==> src/sv/vaos_pkg.sv <==
// ----------------------------------------------------------------------------
// vaos_pkg
// Shared types and constants for the oldest-steal voice allocator.
// ----------------------------------------------------------------------------
`timescale 1ns / 1ps
`default_nettype none
package vaos_pkg;

	localparam int VOICES_DEF  = 8;
	localparam int NOTE_W      = 7;
	localparam int LIMIT_W     = 4;
	localparam int COUNT_W     = 4;
	localparam logic [LIMIT_W-1:0] LIMIT_RESET = 4'd8;

	// req_type codes
	localparam logic REQ_OFF = 1'b0;
	localparam logic REQ_ON  = 1'b1;

	typedef struct packed {
		logic              req_type;
		logic [NOTE_W-1:0] note;
	} vaos_req_t;

	typedef struct packed {
		logic [NOTE_W-1:0]  voice_note;
		logic               gate_on;
		logic               stolen;
		logic [COUNT_W-1:0] active_count;
		logic               last_result;
	} vaos_res_t;

	// list update command broadcast to every cell
	typedef struct packed {
		logic              ins;   // shift toward the back, new note into cell 0
		logic              del;   // close the gap at the matching cell
		logic [NOTE_W-1:0] note;  // note searched for / inserted
	} vaos_ctrl_t;

endpackage
`default_nettype wire

==> src/sv/vaos_cell.sv <==
// ----------------------------------------------------------------------------
// vaos_cell
// One list slot: holds a note, compares it, shifts to/from its neighbors.
// ----------------------------------------------------------------------------
`timescale 1ns / 1ps
`default_nettype none
module vaos_cell (
	input  wire logic                      clk,
	input  wire vaos_pkg::vaos_ctrl_t      ctrl,
	input  wire logic                      active,
	input  wire logic [vaos_pkg::NOTE_W-1:0] left_note,
	input  wire logic [vaos_pkg::NOTE_W-1:0] right_note,
	input  wire logic                      seen_in,
	output logic                           seen_out,
	output logic [vaos_pkg::NOTE_W-1:0]    note_q
);
	import vaos_pkg::*;

	logic match;

	assign match    = active && (note_q == ctrl.note);
	assign seen_out = seen_in | match;

	// payload only, no reset
	always_ff @(posedge clk) begin
		if (ctrl.ins) begin
			note_q <= left_note;
		end else if (ctrl.del && seen_out) begin
			note_q <= right_note;
		end
	end

endmodule
`default_nettype wire

==> src/sv/vaos_chain.sv <==
// ----------------------------------------------------------------------------
// vaos_chain
// Row of note cells, newest at cell 0; search carry and oldest-note pick.
// ----------------------------------------------------------------------------
`timescale 1ns / 1ps
`default_nettype none
module vaos_chain #(
	parameter int VOICES = vaos_pkg::VOICES_DEF,
	parameter int CNT_W  = $clog2(VOICES + 1)
) (
	input  wire logic                        clk,
	input  wire vaos_pkg::vaos_ctrl_t        ctrl,
	input  wire logic [CNT_W-1:0]            occ,        // current fill
	input  wire logic [CNT_W-1:0]            occ_after,  // fill after a steal
	output logic                             found,
	output logic [vaos_pkg::NOTE_W-1:0]      oldest
);
	import vaos_pkg::*;

	logic [NOTE_W-1:0] notes [VOICES];
	logic [VOICES:0]   seen;
	logic [CNT_W-1:0]  last_idx;

	assign seen[0]  = 1'b0;
	assign found    = seen[VOICES];
	assign last_idx = occ - CNT_W'(1);

	for (genvar i = 0; i < VOICES; i++) begin : g_cell
		logic [NOTE_W-1:0] left_n;
		logic [NOTE_W-1:0] right_n;

		if (i == 0) begin : g_first
			assign left_n = ctrl.note;
		end else begin : g_mid
			assign left_n = notes[i-1];
		end
		if (i == VOICES - 1) begin : g_last
			assign right_n = notes[i];
		end else begin : g_inner
			assign right_n = notes[i+1];
		end

		vaos_cell u_cell (
			.clk       (clk),
			.ctrl      (ctrl),
			.active    (CNT_W'(i) < occ_after),
			.left_note (left_n),
			.right_note(right_n),
			.seen_in   (seen[i]),
			.seen_out  (seen[i+1]),
			.note_q    (notes[i])
		);
	end

	// back of the list as an AND-OR pick over the cells
	always_comb begin
		oldest = '0;
		for (int i = 0; i < VOICES; i++) begin
			if (CNT_W'(i) == last_idx) begin
				oldest = oldest | notes[i];
			end
		end
	end

endmodule
`default_nettype wire

==> src/sv/voice_allocator_oldest_steal_core.sv <==
// ----------------------------------------------------------------------------
// voice_allocator_oldest_steal_core
// Oldest-note-stealing voice allocator built as a shifting row of note cells.
// ----------------------------------------------------------------------------
// Usage:
//  - in_valid/in_ready take one key event (req_type, note). Events are taken
//    one at a time: after an accept in_ready stays low while the cell row
//    searches and shifts, until the event is evaluated.
//  - out_valid/out_ready give one result item per handshake. A note-on that
//    steals yields two items (stolen note-off, then the note-on); all other
//    events yield one. The last item of an event has last_result set.
//  - The first result is valid in the cycle after the evaluate cycle. The
//    list update and result write happen in that evaluate cycle, which
//    waits until the output register and the second-result slot have room,
//    so a stalled receiver simply holds the next event in evaluate and keeps
//    in_ready low.
//  - cfg_we/cfg_wdata write voice_limit (0 acts as 1, above VOICES acts as
//    VOICES); write only while idle.
//  - Reset (arst_n low): list empty, voice_limit 8, no results pending. The
//    cell contents are not cleared; cells past the fill count are ignored.
// ----------------------------------------------------------------------------
`timescale 1ns / 1ps
`default_nettype none
module voice_allocator_oldest_steal_core #(
	parameter int VOICES = vaos_pkg::VOICES_DEF
) (
	input  wire logic                         clk,
	input  wire logic                         arst_n,
	input  wire logic                         cfg_we,
	input  wire logic [vaos_pkg::LIMIT_W-1:0] cfg_wdata,
	input  wire logic                         in_valid,
	output logic                              in_ready,
	input  wire vaos_pkg::vaos_req_t          in_item,
	output logic                              out_valid,
	input  wire logic                         out_ready,
	output vaos_pkg::vaos_res_t               out_item
);
	import vaos_pkg::*;

	localparam int CNT_W = $clog2(VOICES + 1);
	localparam int CMP_W = (CNT_W > LIMIT_W) ? CNT_W : LIMIT_W;

	localparam logic ST_IDLE = 1'b0;
	localparam logic ST_EVAL = 1'b1;

	logic               state_q;
	logic [LIMIT_W-1:0] voice_limit_q;
	logic [CNT_W-1:0]   occ_q;
	vaos_req_t          req_s1;
	vaos_res_t          out_q;
	logic               out_valid_q;
	vaos_res_t          pend_q;
	logic               pend_valid_q;

	logic [CMP_W-1:0]   lim_c;
	logic [CMP_W-1:0]   lim_raw;
	logic               is_on;
	logic               steal;
	logic               found;
	logic               ins;
	logic               del;
	logic               fire;
	logic [CNT_W-1:0]   occ_after;
	logic [CNT_W-1:0]   occ_final;
	logic [CMP_W-1:0]   occ_after_w;
	logic [CMP_W-1:0]   occ_final_w;
	logic [NOTE_W-1:0]  oldest;
	vaos_ctrl_t         ctrl;
	vaos_res_t          r_steal;
	vaos_res_t          r_main;

	assign in_ready  = (state_q == ST_IDLE);
	assign out_valid = out_valid_q;
	assign out_item  = out_q;

	// evaluate only when both result slots can take what this event makes
	assign fire = (state_q == ST_EVAL) && !pend_valid_q && (!out_valid_q || out_ready);

	// effective limit, clamped to 1..VOICES
	assign lim_raw = CMP_W'(voice_limit_q);
	always_comb begin
		lim_c = lim_raw;
		if (lim_raw == '0) begin
			lim_c = CMP_W'(1);
		end else if (lim_raw > CMP_W'(VOICES)) begin
			lim_c = CMP_W'(VOICES);
		end
	end

	assign is_on     = (req_s1.req_type == REQ_ON);
	assign steal     = is_on && (CMP_W'(occ_q) >= lim_c) && (occ_q != '0);
	assign occ_after = occ_q - CNT_W'(steal);
	// search runs over the list as it stands after the steal
	assign ins       = is_on && !found && (occ_after < CNT_W'(VOICES));
	assign del       = !is_on && found;
	assign occ_final = occ_after + CNT_W'(ins) - CNT_W'(del);

	assign ctrl.ins  = fire && ins;
	assign ctrl.del  = fire && del;
	assign ctrl.note = req_s1.note;

	vaos_chain #(
		.VOICES(VOICES),
		.CNT_W (CNT_W)
	) u_chain (
		.clk      (clk),
		.ctrl     (ctrl),
		.occ      (occ_q),
		.occ_after(occ_after),
		.found    (found),
		.oldest   (oldest)
	);

	assign occ_after_w = CMP_W'(occ_after);
	assign occ_final_w = CMP_W'(occ_final);

	always_comb begin
		r_steal.voice_note   = oldest;
		r_steal.gate_on      = 1'b0;
		r_steal.stolen       = 1'b1;
		r_steal.active_count = occ_after_w[COUNT_W-1:0];
		r_steal.last_result  = 1'b0;

		r_main.voice_note    = req_s1.note;
		r_main.gate_on       = is_on;
		r_main.stolen        = 1'b0;
		r_main.active_count  = occ_final_w[COUNT_W-1:0];
		r_main.last_result   = 1'b1;
	end

	// control state
	always_ff @(posedge clk or negedge arst_n) begin
		if (!arst_n) begin
			state_q       <= ST_IDLE;
			voice_limit_q <= LIMIT_RESET;
			occ_q         <= '0;
			out_valid_q   <= 1'b0;
			pend_valid_q  <= 1'b0;
		end else begin
			if (cfg_we) begin
				voice_limit_q <= cfg_wdata;
			end
			unique case (state_q)
				ST_IDLE: begin
					if (in_valid) begin
						state_q <= ST_EVAL;
					end
				end
				ST_EVAL: begin
					if (fire) begin
						state_q <= ST_IDLE;
					end
				end
				default: begin
					state_q <= ST_IDLE;
				end
			endcase
			if (fire) begin
				occ_q        <= occ_final;
				out_valid_q  <= 1'b1;
				pend_valid_q <= steal;
			end else if (out_valid_q && out_ready) begin
				if (pend_valid_q) begin
					pend_valid_q <= 1'b0;
				end else begin
					out_valid_q <= 1'b0;
				end
			end
		end
	end

	// payload
	always_ff @(posedge clk) begin
		if (in_valid && in_ready) begin
			req_s1 <= in_item;
		end
		if (fire) begin
			out_q  <= steal ? r_steal : r_main;
			pend_q <= r_main;
		end else if (out_valid_q && out_ready && pend_valid_q) begin
			out_q <= pend_q;
		end
	end

endmodule
`default_nettype wire

==> config.mk <==
export PLATFORM = sky130hd
export DESIGN_NAME = voice_allocator_oldest_steal_core
export DESIGN_NICKNAME = d
export VERILOG_FILES = /design/src/sv/vaos_pkg.sv /design/src/sv/vaos_cell.sv /design/src/sv/vaos_chain.sv /design/src/sv/voice_allocator_oldest_steal_core.sv
export SDC_FILE = /design/constraint.sdc
export NUM_CORES = 1
export LEC_CHECK = 0
export BUFFER_PORTS_ARGS = -buffer_cell sky130_fd_sc_hd__clkbuf_2
export CAP_MARGIN = 30
export CORE_ASPECT_RATIO = 0.9
export CORE_MARGIN = 2
export CORE_UTILIZATION = 56
export DETAILED_ROUTE_END_ITERATION = 10
export GPL_ROUTABILITY_DRIVEN = 0
export PLACE_DENSITY = 0.75
export SETUP_SLACK_MARGIN = 0.1
export SLEW_MARGIN = 20
export SYNTH_ARGS = -nofsm -noshare
export SYNTH_HDL_FRONTEND = slang
export SYNTH_HIERARCHICAL = 1
export SYNTH_SLANG_ARGS = --single-unit
==> constraint.sdc <==
create_clock -name clk -period 5.25 [get_ports clk]
set_input_delay 0.525 -clock clk [delete_from_list [all_inputs] [get_ports clk]]
set_output_delay 0.525 -clock clk [all_outputs]
set_load 0.02 [all_outputs]
==> impl_results.md <==
* H-tree levels at 3
* Area growth, synth to finish at 42.8%
* Worst path slowest cell: or3_4
* EDFF count, synth at 90
* Total Neg Setup Slack at -73490 ps
* Largest area contributor in the netlist: edfxtp_1
* Die Area at 11400 um2
* Crit-path max FO at 2
* Initial antenna violation count at 0
* Setup violations, final at 124
* Antenna Nets Post-Route at 0
* Largest net degree at the start of global routing at 35
* Sequential fraction of the synthesis area at 50.4%
* CTS Sinks at 101
* CP Data Required Time at between 5000 and 6000 ps
* Chip height at 101 um
* RSZ-0062 raised after global routing: yes
* Num CTS Buffers at 9
* Drt first-iter violations at 1022
* Worst hold path class: primary input to asynchronous set/reset pin
* GRT Total Usage at between 30% and 40%
* Crit path arrival time at around 6100 ps
* Placed Area at 6510 um2
* CORE AREA at 10200 um2
* Final-stage net count at 674
* DR WL/cell at 29.4 um
* Initial core utilization at 57.7%
* Vias in the first global route at 5550
* Peak supply drop at 0.523 mV
* CP Class: flip-flop to flip-flop
* CTS Buffer Depth at 2
* Post-synthesis simple-gate area fraction at under 10%
* P_leak at between 3 and 4 nW
* Worst clock skew at 15.7 ps
* Synthesized-area fraction occupied by xor and xnor cells at a little under a tenth
* Syn. warnings at 6
* Total gr overflow at 0
* Top cell type's share of synthesized area at 45.7%
* Fin crit period at 5990 ps
* Synth top area cells: edfxtp_1, mux2_2, xnor2_1
* Synthesized instance count at 478
* DR pass1 iterations at 5
* Largest family of logic cells by synthesized area: multiplexers
* Proportion of synthesized area in mux cells at 15.2%
* Pwr Density at 618 nW/um2
* CTS tree: yes
* Cell area after synthesis at between 5000 and 6000 um2
* Status: complete, but fails checks
* DR vias at 5452
* Top-Level Pins at 33
* Chip Width at between 100 and 150 um
* Rows at 35
* Vias per cell at ~7.0
* Slew @ Worst Pin at ~930 ps
* Failing checks: negative setup slack
* Worst-Skew Late Latency at 370 ps
* Share of cells above drive strength 1 at 51.0%
* Drt total wl at 22900 um
* Setup ws final at -740 ps
* Most common flop cell mapped by yosys: edfxtp_1
* Async SR Flop Fraction at between 10% and 20%
* # port buffers at 32
* Critical path startpoint category: flip-flop
* Final HPWL DP at 10400 um
* Final period util at 114%
* Number of distinct library cells after synthesis at 50
* Root Driver: clkbuf_16
* Register bit total from synthesis at just over 100
* Post-synthesis compound-gate area fraction at 9.73%
* Final Hold Viols at 0
* Layout Cell Area excl Fill at 8450 um2
* Max Cap Violations at 0
* CP most frequent cell: o21bai_4
* CP peak stage delay at about 400 ps
* Max Fclk at roughly 0.17 GHz
* Worst setup EP type: flip-flop
* Synthesized area per cell at between 10 and 15 um2
* Adder-Cell Fraction of Synth Area at under 10%
* Clock transition at path regs at approximately 80 ps
* Slew Limit Fails at 0
* Residual DRC at 0
* Slew headroom at 37.7%
* N_diodes at 0
* First-pass GRT wire length at 33000 um
-- cells in the final DEF (no fill, tap or decap), types with 14 or more instances in the layout --
cell,netlist,final
buf_4,1,94
edfxtp_1,90,90
xnor2_1,57,56
mux2_4,0,54
nand2_1,37,36
clkbuf_2,0,32
buf_6,4,32
mux2_2,78,24
nand4_1,16,16
nor2_1,15,15
nand3_1,16,15
a22oi_1,14,14
-- report_power, final --
| group | switching, W | internal (W) |
|---|---|---|
| sequential | 0.000221 | 0.00121 |
| combinational | 0.00164 | 0.00149 |
| clock | 0.000326 | 0.000328 |
| total | 0.00219 | 0.00303 |
-- through the flow --
| stage | worst slack [ps] | util [%] | power [W] | hold WS [ps] | instances |
|---|---|---|---|---|---|
| after CTS | -347 | 81.4 | 0.00472 | 36.6 | 783 |
| after detailed placement | -429 | 63.5 | 0.00340 | 416 | 654 |
| after global placement | -294 | 63.5 | 0.00334 | 410 | 654 |
| after floorplan | -221 | - | 0.00275 | 229 | 479 |
| final | -740 | 82.4 | 0.00522 | 21.1 | 780 |
| after global routing | -880 | 82.4 | 0.00536 | 43.3 | 780 |
-- area by class of cell --
type                       count  area, um2
sequential                   101       2980
clock inverter                 7       55.1
tap                          129        161
multi-input combinational    346       3350
inverter                      12       45.0
timing repair buffer         176       1630
fill                         466       1800
clock buffer                   9        225
-- sequential cells by signal (all words and copies together), names as in the netlist --
name,flops
pend_valid_q,1
state_q,1
occ_q,4
pend_q,12
lim_raw,4
u_chain/g_cell.u_cell/note_q,56
is_on,1
out_valid,1
out_item,14
ctrl,7
-- synthesized netlist by cell type (2+ instances only) --
cell type	instances
a22oi_1	14
nor3b_2	3
or3_1	2
ha_1	10
o21a_1	2
buf_6	4
a41oi_1	8
mux2_1	2
a21oi_1	20
o21ai_0	9
nor2_1	15
inv_1	11
nand2b_1	4
xnor2_1	57
a21o_1	3
buf_2	10
mux2_2	78
or2_2	2
o21ai_1	8
edfxtp_1	90
nand4_1	16
clkbuf_1	3
o21bai_1	9
nand3_1	16
o31ai_1	8
nand2_1	37
and2_1	2
o21ai_2	2
dfrtp_1	10
nor2b_1	3
-- layer usage --
metal  track usage (%)  routed length, um
met1              49.1               7940
met2              63.0              10300
met3              9.81               2830
met4              27.4               1860
met5                 0                  0
-- cell families (layout without fill, tap and decap cells) --
family,after synthesis,after routing
DFF,101,101
buffers and inverters,32,204
xor gates and xnor gates,60,60
and+or+nand+nor,106,106
other,1,2
AOI/OAI and AO/OA,87,87
adders and majority gates,11,11
muxes,80,80
-- timing repair --
| action | 4_1_cts | 5_1_grt |
|---|---|---|
| hold buffers | 0 | 0 |
| pin swaps | 10 | 16 |
| endpoints found under the setup margin | 122 | 128 |
| gates cloned | 8 | 0 |
| buffers inserted | 108 | 17 |
| resized for setup | 119 | 27 |
-- worst max-delay path: cells and delay by family (launching register included) --
| kind | cells | cell delay (ps) |
|---|---|---|
| compound gates | 12 | 1920 |
| xor+xnor | 2 | 340 |
| fa+ha+maj | 6 | 1420 |
| buf+inv | 3 | 170 |
| flops | 1 | 370 |
| simple gates | 10 | 1500 |
-- final timing paths --
kind / from / end / slack [ps] / cells past startpoint
min in group clk: in_item[6] / ctrl[6] / 340 / 1
setup / recovery: lim_raw[1] / out_item[3] / -740 / 33
hold / removal: arst_n / occ_q[2] / 20 / 1
hold reg to reg: lim_raw[0] / lim_raw[0] / 510 / 1
max in group asynchronous: arst_n / lim_raw[3] / 4930 / 1
setup reg to reg: lim_raw[1] / out_item[3] / -740 / 33
Note: power is estimated with default switching activity, not from simulation.
